## config.mk

```make
export PLATFORM = sky130hd
export DESIGN_NAME = complex_fir_filter_unit
export DESIGN_NICKNAME = d
export VERILOG_FILES = /design/src/cfir_pkg.sv /design/src/cfir_store.sv /design/src/cfir_mac.sv /design/src/complex_fir_filter_unit.sv
export VERILOG_INCLUDE_DIRS = /design/src /design/src/src
export SDC_FILE = /design/constraint.sdc
export NUM_CORES = 2
export LEC_CHECK = 0
export BUFFER_PORTS_ARGS = -buffer_cell sky130_fd_sc_hd__buf_4
export CORE_MARGIN = 2
export CORE_UTILIZATION = 60
export DETAILED_ROUTE_END_ITERATION = 6
export PLACE_DENSITY = 0.8
export SLEW_MARGIN = 0
export SYNTH_ARGS = -nofsm -noshare
export SYNTH_HDL_FRONTEND = slang
export SYNTH_SLANG_ARGS = --single-unit
```

## constraint.sdc

```tcl
create_clock -name clk -period 7.61 [get_ports clk]
set_clock_uncertainty 0.15 [all_clocks]
set_input_delay 1.1415 -clock clk [delete_from_list [all_inputs] [get_ports clk]]
set_output_delay 1.1415 -clock clk [all_outputs]
set_load 0.05 [all_outputs]
```

## src/assert_macros.svh

```systemverilog
// Shared assertion macros, clocked on clk and disabled during reset.
`ifndef ASSERT_MACROS_SVH
`define ASSERT_MACROS_SVH

// Check that a property holds at every clock edge.
`define ASSERT_CLK(label, prop) \
  label: assert property (@(posedge clk) disable iff (!rst_n) (prop)) \
    else $error("assertion failed");

// Check that a condition implies a consequence in the same cycle.
`define ASSERT_IMPL(label, cond, cons) \
  label: assert property (@(posedge clk) disable iff (!rst_n) (cond) |-> (cons)) \
    else $error("assertion failed");

`endif

```

## src/cfir_pkg.sv

```systemverilog
package cfir_pkg;

  localparam int SAMP_W = 16;
  localparam int COEF_W = 16;
  localparam int IDX_W  = 6;
  localparam int OUT_W  = 38;

  localparam logic signed [OUT_W-1:0] OUT_MAX = {1'b0, {(OUT_W-1){1'b1}}};
  localparam logic signed [OUT_W-1:0] OUT_MIN = {1'b1, {(OUT_W-1){1'b0}}};

  localparam logic FUNC_SAMPLE = 1'b0;
  localparam logic FUNC_LOAD   = 1'b1;

  typedef enum logic [1:0] {
    ST_IDLE,
    ST_ISSUE,
    ST_DRAIN,
    ST_DONE
  } state_t;

  typedef struct packed {
    logic clear;
    logic en;
  } mac_ctl_t;

endpackage

```

## src/cfir_store.sv

```systemverilog
module cfir_store import cfir_pkg::*; #(
  parameter int TAPS = 51,
  parameter int AW   = 6
) (
  input  logic                     clk,
  input  logic                     rst_n,
  input  logic                     smp_wr_en,
  input  logic [AW-1:0]            smp_wr_addr,
  input  logic signed [SAMP_W-1:0] smp_wr_re,
  input  logic signed [SAMP_W-1:0] smp_wr_im,
  input  logic                     cf_wr_en,
  input  logic [AW-1:0]            cf_wr_addr,
  input  logic signed [COEF_W-1:0] cf_wr_data,
  input  logic                     rd_en,
  input  logic [AW-1:0]            cf_rd_addr,
  input  logic [AW-1:0]            smp_rd_addr,
  output logic                     rd_valid,
  output logic signed [COEF_W-1:0] rd_coef,
  output logic signed [SAMP_W-1:0] rd_re,
  output logic signed [SAMP_W-1:0] rd_im
);

  logic [2*SAMP_W-1:0] smp_mem [TAPS];
  logic [COEF_W-1:0]   cf_mem  [TAPS];
  logic [TAPS-1:0]     cf_vld_r;

  logic [2*SAMP_W-1:0] smp_q_r;
  logic [COEF_W-1:0]   cf_q_r;
  logic                cf_vld_q_r;
  logic                rd_valid_r;

  always_ff @(posedge clk) begin
    if (smp_wr_en) begin
      smp_mem[smp_wr_addr] <= {smp_wr_re, smp_wr_im};
    end
    if (rd_en) begin
      smp_q_r <= smp_mem[smp_rd_addr];
    end
  end

  always_ff @(posedge clk) begin
    if (cf_wr_en) begin
      cf_mem[cf_wr_addr] <= cf_wr_data;
    end
    if (rd_en) begin
      cf_q_r     <= cf_mem[cf_rd_addr];
      cf_vld_q_r <= cf_vld_r[cf_rd_addr];
    end
  end

  always_ff @(posedge clk) begin
    if (!rst_n) begin
      cf_vld_r   <= '0;
      rd_valid_r <= 1'b0;
    end else begin
      rd_valid_r <= rd_en;
      if (cf_wr_en) begin
        cf_vld_r[cf_wr_addr] <= 1'b1;
      end
    end
  end

  assign rd_valid = rd_valid_r;
  assign rd_coef  = cf_vld_q_r ? signed'(cf_q_r) : '0;
  assign rd_re    = signed'(smp_q_r[2*SAMP_W-1:SAMP_W]);
  assign rd_im    = signed'(smp_q_r[SAMP_W-1:0]);

endmodule

```

## src/cfir_mac.sv

```systemverilog
module cfir_mac import cfir_pkg::*; #(
  parameter int ACC_W = 38
) (
  input  logic                     clk,
  input  logic                     rst_n,
  input  mac_ctl_t                 ctl,
  input  logic signed [COEF_W-1:0] coef,
  input  logic signed [SAMP_W-1:0] re,
  input  logic signed [SAMP_W-1:0] im,
  output logic signed [OUT_W-1:0]  sum_re,
  output logic signed [OUT_W-1:0]  sum_im
);

  localparam int PROD_W = COEF_W + SAMP_W;
  localparam int SAT_W  = (ACC_W > OUT_W) ? ACC_W : OUT_W;

  logic signed [PROD_W-1:0] prod_re_r, prod_im_r;
  logic                     prod_v_r;
  logic signed [ACC_W-1:0]  acc_re_r, acc_im_r;
  logic signed [SAT_W-1:0]  ext_re, ext_im;

  always_ff @(posedge clk) begin
    prod_re_r <= PROD_W'(coef) * PROD_W'(re);
    prod_im_r <= PROD_W'(coef) * PROD_W'(im);
  end

  always_ff @(posedge clk) begin
    if (!rst_n) begin
      prod_v_r <= 1'b0;
    end else begin
      prod_v_r <= ctl.en;
    end
  end

  always_ff @(posedge clk) begin
    if (ctl.clear) begin
      acc_re_r <= '0;
      acc_im_r <= '0;
    end else if (prod_v_r) begin
      acc_re_r <= acc_re_r + ACC_W'(prod_re_r);
      acc_im_r <= acc_im_r + ACC_W'(prod_im_r);
    end
  end

  always_comb begin
    ext_re = SAT_W'(acc_re_r);
    ext_im = SAT_W'(acc_im_r);
    if (ext_re > SAT_W'(OUT_MAX)) begin
      sum_re = OUT_MAX;
    end else if (ext_re < SAT_W'(OUT_MIN)) begin
      sum_re = OUT_MIN;
    end else begin
      sum_re = OUT_W'(ext_re);
    end
    if (ext_im > SAT_W'(OUT_MAX)) begin
      sum_im = OUT_MAX;
    end else if (ext_im < SAT_W'(OUT_MIN)) begin
      sum_im = OUT_MIN;
    end else begin
      sum_im = OUT_W'(ext_im);
    end
  end

endmodule

```

## src/complex_fir_filter_unit.sv

```systemverilog
// TAPS-tap FIR filter with real Q1.15 coefficients on complex I/Q samples.
// A load transaction (func = 1) writes one coefficient and leaves the input
// ready; indexes of TAPS or more are dropped. A sample transaction (func = 0)
// shifts the pair into a circular delay line; while the line is still filling
// it gives no result and leaves the input ready. Once TAPS samples are held,
// every sample transaction yields one full-precision I/Q result. The input
// stays busy while one multiply-accumulate pair per tap is issued through a
// single read port on each of the delay and coefficient memories, the read
// and product registers drain, and the result is loaded into the output
// register once it is free. A finished result waits there while the next
// transaction is taken. Reset clears the coefficients through per-entry
// valid bits; no clearing pass is needed.
`include "assert_macros.svh"

module complex_fir_filter_unit import cfir_pkg::*; #(
  parameter int TAPS = 51
) (
  input  logic                     clk,
  input  logic                     rst_n,
  input  logic                     in_valid,
  output logic                     in_ready,
  input  logic                     in_func,
  input  logic signed [SAMP_W-1:0] in_sample_re,
  input  logic signed [SAMP_W-1:0] in_sample_im,
  input  logic [IDX_W-1:0]         in_tap_index,
  input  logic signed [COEF_W-1:0] in_tap_weight,
  output logic                     out_valid,
  input  logic                     out_ready,
  output logic signed [OUT_W-1:0]  out_re,
  output logic signed [OUT_W-1:0]  out_im
);

  localparam int AW    = (TAPS > 1) ? $clog2(TAPS) : 1;
  localparam int FW    = $clog2(TAPS + 1);
  localparam int ACC_W = 32 + $clog2(TAPS);

  state_t state_r, state_nxt;

  logic [AW-1:0] head_r, head_nxt;
  logic [AW-1:0] rd_ptr_r, rd_ptr_nxt;
  logic [AW-1:0] iss_cnt_r, iss_cnt_nxt;
  logic [FW-1:0] fill_r, fill_nxt;
  logic [1:0]    drain_r, drain_nxt;
  logic          out_valid_r, out_valid_nxt;
  logic signed [OUT_W-1:0] out_re_r, out_im_r;

  logic in_acc, smp_acc, load_acc, run_acc, cf_in_range, out_load, rd_en;
  logic iss_last;
  mac_ctl_t mac_ctl;

  logic                     rd_valid;
  logic signed [COEF_W-1:0] rd_coef;
  logic signed [SAMP_W-1:0] rd_re, rd_im;
  logic signed [OUT_W-1:0]  sum_re, sum_im;

  assign in_acc      = in_valid && in_ready;
  assign smp_acc     = in_acc && (in_func == FUNC_SAMPLE);
  assign load_acc    = in_acc && (in_func == FUNC_LOAD);
  assign cf_in_range = {26'd0, in_tap_index} < 32'(TAPS);
  assign run_acc     = smp_acc && (fill_r >= FW'(TAPS - 1));
  assign iss_last    = iss_cnt_r == AW'(TAPS - 1);

  always_comb begin
    state_nxt = state_r;
    unique case (state_r)
      ST_IDLE:  if (run_acc) state_nxt = ST_ISSUE;
      ST_ISSUE: if (iss_last) state_nxt = ST_DRAIN;
      ST_DRAIN: if (drain_r == 2'd1) state_nxt = ST_DONE;
      ST_DONE:  if (!out_valid_r || out_ready) state_nxt = ST_IDLE;
      default:  state_nxt = ST_IDLE;
    endcase
  end

  always_comb begin
    in_ready = 1'b0;
    rd_en    = 1'b0;
    out_load = 1'b0;
    unique case (state_r)
      ST_IDLE:  in_ready = 1'b1;
      ST_ISSUE: rd_en = 1'b1;
      ST_DRAIN: ;
      ST_DONE:  out_load = !out_valid_r || out_ready;
      default:  ;
    endcase
  end

  always_comb begin
    head_nxt    = head_r;
    rd_ptr_nxt  = rd_ptr_r;
    iss_cnt_nxt = iss_cnt_r;
    fill_nxt    = fill_r;
    drain_nxt   = drain_r;
    if (smp_acc) begin
      head_nxt    = (head_r == AW'(TAPS - 1)) ? '0 : head_r + 1'b1;
      rd_ptr_nxt  = head_r;
      iss_cnt_nxt = '0;
      drain_nxt   = '0;
      if (fill_r != FW'(TAPS)) begin
        fill_nxt = fill_r + 1'b1;
      end
    end
    if (rd_en) begin
      rd_ptr_nxt  = (rd_ptr_r == '0) ? AW'(TAPS - 1) : rd_ptr_r - 1'b1;
      iss_cnt_nxt = iss_cnt_r + 1'b1;
    end
    if (state_r == ST_DRAIN) begin
      drain_nxt = drain_r + 1'b1;
    end
    out_valid_nxt = out_valid_r;
    if (out_valid_r && out_ready) begin
      out_valid_nxt = 1'b0;
    end
    if (out_load) begin
      out_valid_nxt = 1'b1;
    end
  end

  always_ff @(posedge clk) begin
    if (!rst_n) begin
      state_r     <= ST_IDLE;
      head_r      <= '0;
      rd_ptr_r    <= '0;
      iss_cnt_r   <= '0;
      fill_r      <= '0;
      drain_r     <= '0;
      out_valid_r <= 1'b0;
    end else begin
      state_r     <= state_nxt;
      head_r      <= head_nxt;
      rd_ptr_r    <= rd_ptr_nxt;
      iss_cnt_r   <= iss_cnt_nxt;
      fill_r      <= fill_nxt;
      drain_r     <= drain_nxt;
      out_valid_r <= out_valid_nxt;
    end
  end

  always_ff @(posedge clk) begin
    if (out_load) begin
      out_re_r <= sum_re;
      out_im_r <= sum_im;
    end
  end

  assign mac_ctl.clear = run_acc;
  assign mac_ctl.en    = rd_valid;

  cfir_store #(
    .TAPS (TAPS),
    .AW   (AW)
  ) u_store (
    .clk         (clk),
    .rst_n       (rst_n),
    .smp_wr_en   (smp_acc),
    .smp_wr_addr (head_r),
    .smp_wr_re   (in_sample_re),
    .smp_wr_im   (in_sample_im),
    .cf_wr_en    (load_acc && cf_in_range),
    .cf_wr_addr  (AW'(in_tap_index)),
    .cf_wr_data  (in_tap_weight),
    .rd_en       (rd_en),
    .cf_rd_addr  (iss_cnt_r),
    .smp_rd_addr (rd_ptr_r),
    .rd_valid    (rd_valid),
    .rd_coef     (rd_coef),
    .rd_re       (rd_re),
    .rd_im       (rd_im)
  );

  cfir_mac #(
    .ACC_W (ACC_W)
  ) u_mac (
    .clk    (clk),
    .rst_n  (rst_n),
    .ctl    (mac_ctl),
    .coef   (rd_coef),
    .re     (rd_re),
    .im     (rd_im),
    .sum_re (sum_re),
    .sum_im (sum_im)
  );

  assign out_valid = out_valid_r;
  assign out_re    = out_re_r;
  assign out_im    = out_im_r;

  `ASSERT_IMPL(a_no_mac_in_idle, state_r == ST_IDLE, !rd_valid)
  `ASSERT_CLK(a_fill_saturates, fill_r <= FW'(TAPS))
  `ASSERT_CLK(a_head_in_range, head_r <= AW'(TAPS - 1))
  `ASSERT_IMPL(a_issue_in_range, state_r == ST_ISSUE, iss_cnt_r <= AW'(TAPS - 1))
  `ASSERT_IMPL(a_load_only_done, out_load, state_r == ST_DONE && !rd_valid)

endmodule
```

==> results.txt <==
Synth Area in Adders: 10.64%
Post-synthesis register bit count: 2795
Final HPWL DP: 184800 µm
CP Max Fanout: 20
Clock Tree Buf Depth: 4
CTS H-Tree Depth: 5
Fmax: 136.6 MHz
Hold_buf cts: 0
Cell family with most CP delay: adder cells
# IOs: 137
Final hold vios: 0
Crit path required time: 8.31 ns
Syn Nets: 8387
Post-CTS Setup Inserts: 0
PnR worst setup slack: 0.2879 ns
Post-synthesis sequential area ratio: 63.59%
Routed wire length per instance: 30.90 µm
Final wirelength: 332300 µm
Crit path time final: 7.322 ns
CTS tree: done
Total gr overflow: 0
Max_cap viols: 0
Vias/cell: 6.676
First-pass GRT wire length: 490400 µm
Pre-CTS setup slack: 0.3304 ns
Post-synth EDFFs: 2573
Syn Area/Cell: 17.02 µm²
Ys async rst share: 0%
Post-synthesis cell area: 128500 µm²
Largest family of logic cells by synthesized area: multiplexers
Die area: 217900 µm²
Fin Setup TNS: 0 ns
Critical path launch point type: flop
Rows: 169
Vias in the first global route: 73370
GRT Overall Usage: 30.85%
Core Region: 212500 µm²
1st-iter DRT viols: 10170
Clock root cell: clkbuf_16
PortBufs: 136
Post-synthesis mux area share: 13.99%
Via count: 71800
RSZ-0062 raised after global routing: no
Die H: 466.8 µm
Fin crit share: 96.22%
Worst skew pair latency: 0.94 ns
Measured slew at the worst slew-check pin: 1.421 ns
Worst-path cell chain: buf_4, and2_1, buf_4, nand2_1, inv_1, fa_1, fa_1, fa_1, fa_1, fa_1, inv_1, fa_1, inv_1, ha_1, a21o_1, a21oi_1, o21bai_1, a211oi_1, o21ai_0, o31a_1, o31a_1, o21a_1, nor2_1, xnor2_1
Antenna Nets Post-Route: 0
Lkg Pwr: 48.91 nW
Share of cells above drive strength 1: 20.08%
WS Path Type: reg -> reg
Worst VDD drop: 247.8 µV
Bufs and invs on worst path: 5
CP max-delay cell: fa_1
Synth Area in Compound Gates: 2.960%
Slew HR: 4.244%
P&R area growth vs syn: 10.78%
CP max stage delay: 0.74 ns
DR pass1 iterations: 6
Final Max Slew Viols: 0
DRC violations left: 0
Most used cell, CP: fa_1
XOR/XNOR share of the synthesized area: 0.9542%
Initial antenna violation count: 15
Clock sink count: 2795
Status: complete, no violations
Simple-Gate Fraction of Synth Area: 4.641%
Crit path DAT: 8.02 ns
HP Class: reg -> reg
Mapped Cells: 7551
CTS clk-pin slew, worst paths: 0.06 ns
CTS Buf Count: 290
Pwr/cell area: 220.4 nW/µm²
Crit. End Element: flop
Largest net degree at the start of global routing: 155
Starting Density: 60.47%
Die X: 466.8 µm
Most used DFF post-synth: edfxtp_1
Number of distinct library cells after synthesis: 87
Warnings from Yosys: 0
Final net count: 8558
Final Wtd Congestion: 0.9168
Setup-failing EPs final: 0
where the power goes:
group | leakage [nW] | switching, W | internal [W]
Sequential | 24.7 | 0.0000176 | 0.0168
Clock | 4.42 | 0.00582 | 0.00808
Combinational | 19.7 | 0.000479 | 0.000209
final timing paths:
kind,startpoint,end,slack [ns],cells past startpoint
setup reg to reg,u_store.cf_vld_q_r,u_mac.prod_re_r[31],0.29,24
hold / removal,u_mac.acc_re_r[37],out_re[37],0.32,0
hold reg to reg,u_mac.acc_re_r[37],out_re[37],0.32,0
setup / recovery,u_store.cf_vld_q_r,u_mac.prod_re_r[31],0.29,24
flip-flops by register name, indices dropped and copies added (netlist names), 38 cells and up:
name,count
out_im,38
out_re,38
u_mac.acc_im_r,38
u_mac.acc_re_r,38
u_store.cf_mem,816
u_store.cf_vld_r,51
u_store.smp_mem,1632
layout make-up:
type,count,area [µm²]
Clock buffer,367,7806
Tap cell,2821,3530
Fill cell,13140,70150
Inverter,620,2330
Clock inverter,126,1265
Multi-Input combinational cell,3687,43050
Sequential cell,2795,81740
Timing Repair Buffer,328,2613
Antenna cell,11,27.53
cells by family after synthesis:
family / count (synthesis)
fa+ha+maj: 777
simple gates: 1284
buf+inv: 1069
flops: 2795
mux: 904
xor+xnor: 140
compound gates: 582
repair_timing:
| item | in CTS | in global routing |
|---|---|---|
| resized for setup | 0 | 1 |
| setup endpoints to repair | 0 | 1 |
| endpoints found under the hold margin | 0 | 0 |
worst reg2reg max path, delay by kind of cell (launching register included):
family / cells / cell delay [ns]
flops: 1 / 0.67
compound gates: 8 / 1.61
fa+ha+maj: 7 / 3.61
xor+xnor: 1 / 0.14
simple gates: 3 / 0.40
buf+inv: 5 / 0.67
cell usage after synthesis (all sizes together) (24+ instances only):
cell type,number,area (µm²)
nand2,421,1580
nor2b,31,201.4
mux2i,140,1401
a21o,58,435.4
buf,116,571.8
a21oi,137,700.7
dfxtp,222,4444
mux4,708,15950
o21ai,151,759.5
fa,526,10530
nor3,28,140.1
inv,619,2323
xor2,47,411.6
and3,262,1639
ha,251,3141
a211oi,35,267.8
xnor2,93,814.5
clkbuf,333,1251
edfxtp,2573,77260
o21a,24,180.2
o22ai,33,206.5
nor2,400,1501
mux2,56,630.6
nand3,38,190.2
metrics by stage:
| step | total power [W] | instance area, µm² | utilization [%] | std cells | hold slack [ns] |
|---|---|---|---|---|---|
| after detailed placement | 0.01777 | 133300 | 62.71 | 10250 | 0.3009 |
| final | 0.03138 | 142400 | 66.99 | 10760 | 0.3174 |
| after global placement | 0.01774 | 133300 | 62.71 | 10250 | 0.2795 |
| after global routing | 0.03202 | 142300 | 66.98 | 10750 | 0.3307 |
| after CTS | 0.03148 | 142300 | 66.97 | 10740 | 0.3177 |
| after floorplan | 0.01741 | 128500 | - | 7551 | 0.2618 |
cells in the final DEF (no fill, tap or decap), drive strengths merged, types with 137 or more instances in the layout:
master     n
inv      624
edfxtp  2573
fa       526
ha       251
o21ai    151
mux4     708
a21oi    137
nor2     400
and3     262
dfxtp    222
nand2    421
buf      328
mux2i    140
clkbuf   367
per-layer routing:
layer  wire length (µm)  vias up  track usage, %  part of all wire (%)
met1             119000    36910           41.72                    36
met4              16110       10           13.33                   4.8
li1                   -    28710               -                     -
met5                 70        -               0                 0.021
met3              36480      961           6.286                    11
met2             160700     5209           49.28                    48
(Power assumes the default switching activity.)
